### src/hdl/hcd_pkg.sv
// shared types, constants and helpers for the hex chunk deframer
package hcd_pkg;

    // chunk framing phase
    typedef enum logic [1:0] {
        PH_LEN_HI = 2'd0,
        PH_LEN_LO = 2'd1,
        PH_BODY   = 2'd2
    } phase_t;

    // status codes of the final record
    localparam logic [2:0] ST_OK        = 3'd0;
    localparam logic [2:0] ST_BAD_HEX   = 3'd1;
    localparam logic [2:0] ST_ODD_DIGIT = 3'd2;
    localparam logic [2:0] ST_SHORT     = 3'd3;
    localparam logic [2:0] ST_BAD_FIRST = 3'd4;
    localparam logic [2:0] ST_TINY_LEN  = 3'd5;

    localparam logic [23:0] BYTE_SAT   = 24'hFF_FFFF;
    localparam logic [15:0] CHUNK_SAT  = 16'hFFFF;
    localparam logic [15:0] MIN_LEN    = 16'd5;
    localparam logic [23:0] MIN_BYTES  = 24'd5;

    // character codes
    localparam logic [7:0] CH_NUL = 8'h00;
    localparam logic [7:0] CH_TAB = 8'h09;
    localparam logic [7:0] CH_LF  = 8'h0A;
    localparam logic [7:0] CH_VT  = 8'h0B;
    localparam logic [7:0] CH_FF  = 8'h0C;
    localparam logic [7:0] CH_CR  = 8'h0D;
    localparam logic [7:0] CH_SP  = 8'h20;
    localparam logic [7:0] CH_0   = 8'h30;
    localparam logic [7:0] CH_9   = 8'h39;
    localparam logic [7:0] CH_UA  = 8'h41;
    localparam logic [7:0] CH_UF  = 8'h46;
    localparam logic [7:0] CH_LA  = 8'h61;
    localparam logic [7:0] CH_LF_ = 8'h66;

    // results caused by one input item
    typedef struct packed {
        logic        pay_valid;
        logic [7:0]  pay_byte;
        logic        pay_end;
        logic        flush_valid;
        logic [7:0]  flush_byte0;
        logic [7:0]  flush_byte1;
        logic        status_valid;
        logic [2:0]  status;
        logic [15:0] frame_count;
        logic [15:0] first_size;
        logic [23:0] decoded;
    } step_res_t;

    // hex digit decode: bit 4 set when the character is a digit
    function automatic logic [4:0] hex_digit(input logic [7:0] c);
        logic [7:0] d;
        d = 8'd0;
        if (c >= CH_0 && c <= CH_9) begin
            d = c - CH_0;
            return {1'b1, d[3:0]};
        end else if (c >= CH_LA && c <= CH_LF_) begin
            d = c - CH_LA + 8'd10;
            return {1'b1, d[3:0]};
        end else if (c >= CH_UA && c <= CH_UF) begin
            d = c - CH_UA + 8'd10;
            return {1'b1, d[3:0]};
        end
        return 5'd0;
    endfunction

endpackage

### src/hdl/hcd_core.sv
// decode and chunk state of the hex chunk deframer, one character per cycle while in_fire is high
module hcd_core
    import hcd_pkg::*;
(
    input  logic       aclk,
    input  logic       aresetn,
    input  logic       in_fire,
    input  logic [7:0] ascii_char,
    input  logic       last,
    output step_res_t  res
);

    logic [3:0]  high_nibble_reg, high_nibble_next;
    logic        have_high_reg, have_high_next;
    logic        line_done_reg, line_done_next;
    logic [2:0]  error_code_reg, error_code_next;
    logic [23:0] byte_count_reg, byte_count_next;
    logic [15:0] first_length_reg, first_length_next;
    logic [7:0]  length_high_reg, length_high_next;
    logic [15:0] chunk_length_reg, chunk_length_next;
    logic [15:0] body_index_reg, body_index_next;
    logic [7:0]  held0_reg, held0_next;
    logic [7:0]  held1_reg, held1_next;
    logic [1:0]  held_count_reg, held_count_next;
    logic [15:0] chunks_reg, chunks_next;
    phase_t      phase_reg, phase_next;

    logic [4:0]  dig;
    logic [7:0]  new_byte;
    logic        chunk_fin;
    logic        do_flush;
    logic [2:0]  st;

    // state registers
    always_ff @(posedge aclk) begin
        if (!aresetn) begin
            high_nibble_reg  <= '0;
            have_high_reg    <= 1'b0;
            line_done_reg    <= 1'b0;
            error_code_reg   <= ST_OK;
            byte_count_reg   <= '0;
            first_length_reg <= '0;
            length_high_reg  <= '0;
            chunk_length_reg <= '0;
            body_index_reg   <= '0;
            held_count_reg   <= '0;
            chunks_reg       <= '0;
            phase_reg        <= PH_LEN_HI;
        end else if (in_fire) begin
            high_nibble_reg  <= high_nibble_next;
            have_high_reg    <= have_high_next;
            line_done_reg    <= line_done_next;
            error_code_reg   <= error_code_next;
            byte_count_reg   <= byte_count_next;
            first_length_reg <= first_length_next;
            length_high_reg  <= length_high_next;
            chunk_length_reg <= chunk_length_next;
            body_index_reg   <= body_index_next;
            held_count_reg   <= held_count_next;
            chunks_reg       <= chunks_next;
            phase_reg        <= phase_next;
        end
    end

    // held payload bytes, no reset needed
    always_ff @(posedge aclk) begin
        if (in_fire) begin
            held0_reg <= held0_next;
            held1_reg <= held1_next;
        end
    end

    // character decode, chunk framing and final status
    always_comb begin
        high_nibble_next  = high_nibble_reg;
        have_high_next    = have_high_reg;
        line_done_next    = line_done_reg;
        error_code_next   = error_code_reg;
        byte_count_next   = byte_count_reg;
        first_length_next = first_length_reg;
        length_high_next  = length_high_reg;
        chunk_length_next = chunk_length_reg;
        body_index_next   = body_index_reg;
        held0_next        = held0_reg;
        held1_next        = held1_reg;
        held_count_next   = held_count_reg;
        chunks_next       = chunks_reg;
        phase_next        = phase_reg;
        res               = '0;
        dig               = hex_digit(ascii_char);
        new_byte          = {high_nibble_reg, dig[3:0]};
        chunk_fin         = (body_index_reg + 16'd1) == chunk_length_reg;
        do_flush          = 1'b0;
        st                = ST_OK;

        if (!line_done_reg && error_code_reg != ST_BAD_HEX) begin
            if (ascii_char == CH_NUL || ascii_char == CH_LF || ascii_char == CH_CR) begin
                line_done_next = 1'b1;
            end else if (ascii_char == CH_SP || ascii_char == CH_TAB ||
                         ascii_char == CH_VT || ascii_char == CH_FF) begin
                // whitespace skipped
            end else if (!dig[4]) begin
                error_code_next = ST_BAD_HEX;
            end else if (!have_high_reg) begin
                high_nibble_next = dig[3:0];
                have_high_next   = 1'b1;
            end else begin
                have_high_next = 1'b0;
                if (byte_count_reg != BYTE_SAT) begin
                    byte_count_next = byte_count_reg + 24'd1;
                end
                if (error_code_reg == ST_OK) begin
                    case (phase_reg)
                        PH_LEN_HI: begin
                            length_high_next = new_byte;
                            phase_next       = PH_LEN_LO;
                        end
                        PH_LEN_LO: begin
                            chunk_length_next = {length_high_reg, new_byte};
                            if (byte_count_next == 24'd2) begin
                                first_length_next = {length_high_reg, new_byte};
                            end
                            phase_next      = PH_BODY;
                            body_index_next = '0;
                            held_count_next = '0;
                        end
                        PH_BODY: begin
                            if (body_index_reg == 16'd0 && chunk_length_reg < MIN_LEN) begin
                                error_code_next = ST_TINY_LEN;
                            end else begin
                                // payload goes out two bytes late
                                if (held_count_reg >= 2'd2) begin
                                    res.pay_valid = 1'b1;
                                    res.pay_byte  = held0_reg;
                                    res.pay_end   = chunk_fin;
                                end
                                held0_next = held1_reg;
                                held1_next = new_byte;
                                if (held_count_reg < 2'd2) begin
                                    held_count_next = held_count_reg + 2'd1;
                                end
                                if (chunk_fin) begin
                                    if (chunks_reg != CHUNK_SAT) begin
                                        chunks_next = chunks_reg + 16'd1;
                                    end
                                    phase_next      = PH_LEN_HI;
                                    held_count_next = '0;
                                    body_index_next = '0;
                                end else begin
                                    body_index_next = body_index_reg + 16'd1;
                                end
                            end
                        end
                        default: begin
                            phase_next = PH_LEN_HI;
                        end
                    endcase
                end
            end
        end

        // end of file: status record, optional tail flush, back to reset state
        if (last) begin
            if (error_code_next == ST_BAD_HEX) begin
                st = ST_BAD_HEX;
            end else if (have_high_next) begin
                st = ST_ODD_DIGIT;
            end else if (byte_count_next < MIN_BYTES) begin
                st = ST_SHORT;
            end else if (first_length_next < MIN_LEN ||
                         {8'd0, first_length_next} > byte_count_next) begin
                st = ST_BAD_FIRST;
            end else begin
                st = error_code_next;
            end
            do_flush = (st == ST_OK) && (phase_next == PH_BODY) &&
                       (body_index_next >= 16'd3);
            res.flush_valid  = do_flush;
            res.flush_byte0  = held0_next;
            res.flush_byte1  = held1_next;
            res.status_valid = 1'b1;
            res.status       = st;
            res.first_size   = first_length_next;
            res.decoded      = byte_count_next;
            if (do_flush && chunks_next != CHUNK_SAT) begin
                res.frame_count = chunks_next + 16'd1;
            end else begin
                res.frame_count = chunks_next;
            end
            high_nibble_next  = '0;
            have_high_next    = 1'b0;
            line_done_next    = 1'b0;
            error_code_next   = ST_OK;
            byte_count_next   = '0;
            first_length_next = '0;
            length_high_next  = '0;
            chunk_length_next = '0;
            body_index_next   = '0;
            held_count_next   = '0;
            chunks_next       = '0;
            phase_next        = PH_LEN_HI;
        end
    end

endmodule

### src/hdl/hex_chunk_deframer_unit.sv
// top level of the hex chunk deframer: input handshake and result register
//
// Usage: the s_ channel takes one ASCII character of a firmware image per
// item, with s_last on the final character of the file. Hex digit pairs
// become bytes; chunks of [length][payload][crc] are unpacked and the
// payload bytes leave on the m_ channel (m_kind 0, m_frame_end on the last
// byte of a chunk). After the last character a status record follows
// (m_kind 1) with status, chunk count, first chunk size and byte count.
// Latency: a result caused by an item is offered the cycle after the item
// is accepted. Throughput: one item per cycle while each item causes at
// most one result; the final item causes up to four results (payload byte,
// two tail bytes, status) and these leave one per cycle from the result
// register, which holds input back until the last of them has left.
// A new item is taken in the same cycle that the last waiting result
// leaves. When the receiver stalls, the result holds and s_ready drops.
// Reset (aresetn low, synchronous) clears all decode state and drops any
// waiting result; the block then expects the start of a new file.
module hex_chunk_deframer_unit
    import hcd_pkg::*;
(
    input  logic        aclk,
    input  logic        aresetn,
    input  logic        s_valid,
    output logic        s_ready,
    input  logic [7:0]  s_ascii_char,
    input  logic        s_last,
    output logic        m_valid,
    input  logic        m_ready,
    output logic        m_kind,
    output logic [7:0]  m_data_byte,
    output logic        m_frame_end,
    output logic [2:0]  m_status,
    output logic [15:0] m_frame_count,
    output logic [15:0] m_first_chunk_size,
    output logic [23:0] m_decoded_bytes
);

    step_res_t  step;
    step_res_t  res_reg;
    // waiting results: bit 0 payload, 1 tail byte 0, 2 tail byte 1, 3 status
    logic [3:0] pend_reg, pend_next;
    logic [3:0] lowest;
    logic [3:0] pend_left;
    logic       in_fire;

    assign in_fire = s_valid && s_ready;

    hcd_core u_core (
        .aclk       (aclk),
        .aresetn    (aresetn),
        .in_fire    (in_fire),
        .ascii_char (s_ascii_char),
        .last       (s_last),
        .res        (step)
    );

    // result leaving this cycle is the lowest waiting one
    always_comb begin
        lowest    = pend_reg & (~pend_reg + 4'd1);
        pend_left = m_ready ? (pend_reg & ~lowest) : pend_reg;
        s_ready   = (pend_left == 4'd0);
        if (in_fire) begin
            pend_next = {step.status_valid, step.flush_valid,
                         step.flush_valid, step.pay_valid};
        end else begin
            pend_next = pend_left;
        end
    end

    // pending flags
    always_ff @(posedge aclk) begin
        if (!aresetn) begin
            pend_reg <= '0;
        end else begin
            pend_reg <= pend_next;
        end
    end

    // result payload register
    always_ff @(posedge aclk) begin
        if (in_fire) begin
            res_reg <= step;
        end
    end

    // output selection
    always_comb begin
        m_valid            = (pend_reg != 4'd0);
        m_kind             = 1'b0;
        m_data_byte        = '0;
        m_frame_end        = 1'b0;
        m_status           = ST_OK;
        m_frame_count      = '0;
        m_first_chunk_size = '0;
        m_decoded_bytes    = '0;
        if (pend_reg[0]) begin
            m_data_byte = res_reg.pay_byte;
            m_frame_end = res_reg.pay_end;
        end else if (pend_reg[1]) begin
            m_data_byte = res_reg.flush_byte0;
        end else if (pend_reg[2]) begin
            m_data_byte = res_reg.flush_byte1;
            m_frame_end = 1'b1;
        end else if (pend_reg[3]) begin
            m_kind             = 1'b1;
            m_status           = res_reg.status;
            m_frame_count      = res_reg.frame_count;
            m_first_chunk_size = res_reg.first_size;
            m_decoded_bytes    = res_reg.decoded;
        end
    end

endmodule

### config.mk
export PLATFORM = sky130hd
export DESIGN_NAME = hex_chunk_deframer_unit
export DESIGN_NICKNAME = d
export VERILOG_FILES = /design/src/hdl/hcd_pkg.sv /design/src/hdl/hcd_core.sv /design/src/hdl/hex_chunk_deframer_unit.sv
export SDC_FILE = /design/constraint.sdc
export NUM_CORES = 1
export LEC_CHECK = 0
export ABC_AREA = 1
export BUFFER_PORTS_ARGS = -buffer_cell sky130_fd_sc_hd__buf_4
export CAP_MARGIN = 15
export CORE_MARGIN = 1
export CORE_UTILIZATION = 45
export DETAILED_ROUTE_END_ITERATION = 8
export GPL_TIMING_DRIVEN = 0
export PLACE_DENSITY_LB_ADDON = 0.3
export SYNTH_ARGS = -nofsm -noshare
export SYNTH_HDL_FRONTEND = slang
export SYNTH_HIERARCHICAL = 1
export SYNTH_SLANG_ARGS = --single-unit
### constraint.sdc
create_clock -name aclk -period 6.41 [get_ports aclk]
set_input_delay 0.3205 -clock aclk [delete_from_list [all_inputs] [get_ports aclk]]
set_output_delay 0.3205 -clock aclk [all_outputs]
set_load 0.03 [all_outputs]
==> results <==
- The flow ran to the end, and the final reports show no timing, DRC or antenna violations.
- CTS placed an instance of clkbuf_16 at the clock tree root.
- Buffers added to address setup during post-CTS repair amount to 0.
- The number of cells on the worst hold path is 3.
- The worst-case reg-to-reg path depth is 34.
- The worst-case IR drop observed on VDD is 0.000171 V.
- From bottom edge to top edge, the die measures 176 um.
- The effective utilization at floorplan is 45.9%.
- The CTS tree is yes.
- For this run the aggregate overflow at the end of global routing stands at 0.
- At the later pin of the worst-skew pair, clock insertion delay measures 0.54 ns.
- The setup slack of the worst register-to-register path is 0.93 ns.
- The final cell utilization of the core is 52.8%.
- The number of enable-type register cells in the synthesized netlist is 100.
- The kind of critical path is reg -> reg.
- The slowest stage of the critical path belongs to the cell dfxtp_1.
- Hold repair after CTS inserted 0 buffers.
- The most area-hungry cell type in the Yosys netlist is edfxtp_1.
- The half-perimeter wire length after detailed placement is 32.8 mm.
- For this run, the register share of the synthesized area comes to 38.5%.
- The synthesized net count is 2055.
- Yosys printed 6 warnings.
- The cell repeated most along the worst path is nor2_1.
- The overall via count from detail_route is 13454.
- The number of max-slew violations in the final report came to 0.
- Counting flops and latches in the post-synthesis netlist gives 213.
- Pin placement for this block handled 84 I/O pins.
- Data arrives at the worst endpoint at 5.76 ns.
- After synthesis, the cell types taking the most area are edfxtp_1 (22%), dfxtp_1 (17%), nand2_1 (14%).
- Setup repair after global routing left no endpoint under its margin.
- After routing, the total negative slack on setup checks comes to 0 ns.
- In this run, the combinational gates consume 9.0% of the power.
- The die is 176 um wide.
- The setup skew after layout is 0.0169 ns.
- In this run the critical register-to-register path is captured at res_reg[41].
- The number of standard cells after synthesis is 2013.
- The number of sinks on the clock net is 213.
- The congestion estimate from routability-driven global placement came to 0.970.
- Setup violations remaining at the end of the flow were counted as 0.
- The overall routing resource usage is 27.3%.
- The final wirelength is 42.3 mm.
- The launch instance of the worst register-to-register path is u_core/byte_count_reg[1].
- After layout, the worst path uses 85.5% of the clock period.
- Before antenna repair, the detailed router went through 7 iterations.
- Gates resized during post-CTS repair numbered 0.
- The mapped netlist covers 13700 um^2.
- After clock tree synthesis, the clock-pin slew on the worst setup and hold paths is 0.06 ns.
- The area of the die is 31100 um^2.
- The relative area change from synthesis to final layout is 15.1%.
- After detailed routing, the number of vias per cell comes to 5.31.
- The final-report hold violation count came to 0.
- The total power divided by cell area is 211 nW/um^2.
- The wire length per cell after detailed routing is 16.7 um.
- The endpoint kind of the worst setup timing path is a register.
- Buffers placed on the I/O ports in this run total 83.
- At the worst endpoint, the required time is 6.69 ns.
- In the synthesized netlist the async set-or-reset flop fraction comes to 0%.
- The antenna diode instance count is 0.
- The clock network accounts for 45.8% of the total power.
- The first global-routing pass estimated 67.0 mm of wire.
- The count of cell types in the netlist is 50.
- The analysis attributes to net switching a power of 820 uW.
- The internal portion of the total power is 2.50 mW.
- The initial antenna violation count is 0.
- For this run, the top clock speed supported by timing is 0.182 GHz.
- nand2_1 is the most common cell in the netlist.
- In this run the worst path has a maximum fanout of 10.
- The buffer levels on the longest clock path is 3.
- Entering global routing, the biggest net connects 31 pins.
- The fraction of layout instances using a drive strength above 1 is 11.7%.
- The worst hold path endpoint is pend_reg[0].
- By count the netlist is led by nand2_1 (508), nor2_1 (302), inv_1 (281), nand3_1 (140), a21oi_1 (124).
- The most used flip-flop cell after synthesis is dfxtp_1.
- The beginning of the worst hold path is aresetn.
- The worst setup path is launched from a register.
- In the routed design, unresolved DRC markers number 0.
- The residual antenna-violating net count after detailed routing is 0.
- The sequential fraction of design power is 45.1%.
- In this run the number of H-tree levels came out at 1.
- The number of clock buffers added by TritonCTS is 25.
- The delay contributed by the slowest stage of the critical path is 0.35 ns.
- In this run the core area contains 63 standard-cell rows.
- The actual slew at the worst max-slew pin is 0.928 ns.
- The number of flip-flops in the largest register is 84.
- In this run the standard cell core region covers 29800 um^2.
- The smallest clock period supported by the final layout is computed as 5.48 ns.
- The worst pin sits at a relative slew slack of 37.9%.
- Net switching is 24.7% of the power.
- Across the run, the number of max-cap violations was 0.
- In this run the static leakage power is 6.71 nW.
- The worst min-delay path category is in -> reg.
- The share of synthesized area in the top cell type comes to 22.0%.
- The number of global-route vias before repair is 12569.
- The initial DRC count is 1092.
- The post-synthesis area per instance is 6.79 um^2.
- The net count reported at finish is 2168.
-- worst max-delay path: cells and delay by family, from the launching register on --
family	cells	cell delay, ns
buffers and inverters	6	0.77
DFF	1	0.35
AOI/OAI and AO/OA	6	1.04
adders and majority gates	2	0.62
and+or+nand+nor	20	2.46
-- area by class of cell --
cell class	instances	area, um^2
tap	390	488
sequential	213	5270
inverter	299	1120
clock buffer	35	718
multi-input combinational	1429	6930
timing repair buffer	86	691
fill	2977	14100
clock inverter	11	161
buffer	72	354
-- metal layers --
metal  vias up  global-route usage (%)  wire length (um)
li1       6721                       -                 -
met1      6209                    36.0             18900
met2       439                    46.1             19700
met3        85                    2.86              2410
met4         0                    9.60              1250
met5         -                       0                 0
-- power groups by stage --
stage | combinational [mW] | sequential [mW] | clock, mW
floorplan | 0.186 | 1.52 | 0
global placement | 0.284 | 1.53 | 0
detailed placement | 0.296 | 1.53 | 0
CTS | 0.297 | 1.50 | 1.54
global route | 0.327 | 1.50 | 1.59
finish | 0.300 | 1.50 | 1.52
-- layout by cell type, fill, tap and decap left out, drive strengths merged, types with 2 or more instances in the layout --
cell / synthesis / final
nand2: 544 / 544
nor2: 328 / 328
inv: 292 / 293
nand3: 150 / 150
a21oi: 125 / 125
dfxtp: 113 / 113
buf: 25 / 111
edfxtp: 100 / 100
o21ai: 81 / 81
clkbuf: 46 / 81
nand4: 66 / 66
ha: 29 / 29
nor3: 24 / 24
xor2: 14 / 14
a211oi: 14 / 14
clkinv: 7 / 12
o21a: 11 / 11
nor4: 9 / 9
o22ai: 9 / 9
or2: 7 / 7
nand3b: 5 / 5
bufinv: 0 / 4
o31ai: 2 / 2
o211ai: 2 / 2
-- cells by family after synthesis --
family | Yosys count | share of synthesized area, %
buffers and inverters | 371 | 10.8
XOR/XNOR | 16 | 1.13
AO/OA/AOI/OAI | 250 | 10.1
AND/OR/NAND/NOR | 1134 | 36.8
adder cells (fa/ha/maj) | 29 | 2.65
flip-flops | 213 | 38.5
-- worst max-delay path by stage --
stage	from	end
finish	u_core/byte_count_reg[1]	res_reg[41]
global route	u_core/byte_count_reg[1]	res_reg[41]
CTS	u_core/byte_count_reg[1]	res_reg[54]
detailed placement	u_core/byte_count_reg[1]	res_reg[54]
global placement	m_ready	u_core/first_length_reg[0]
floorplan	pend_reg[0]	u_core/length_high_reg[0]
-- stage by stage --
stage	cells	setup WS, ns	hold slack, ns	power (mW)	cell area [um^2]
floorplan	2013	0.737	0.433	1.71	13700
global placement	2486	-1.82	0.448	1.82	14800
detailed placement	2489	1.07	0.460	1.82	14900
CTS	2535	1.05	0.0675	3.34	15700
global route	2535	0.565	0.0883	3.42	15700
finish	2535	0.929	0.0827	3.32	15700
(Power assumes the default switching activity.)
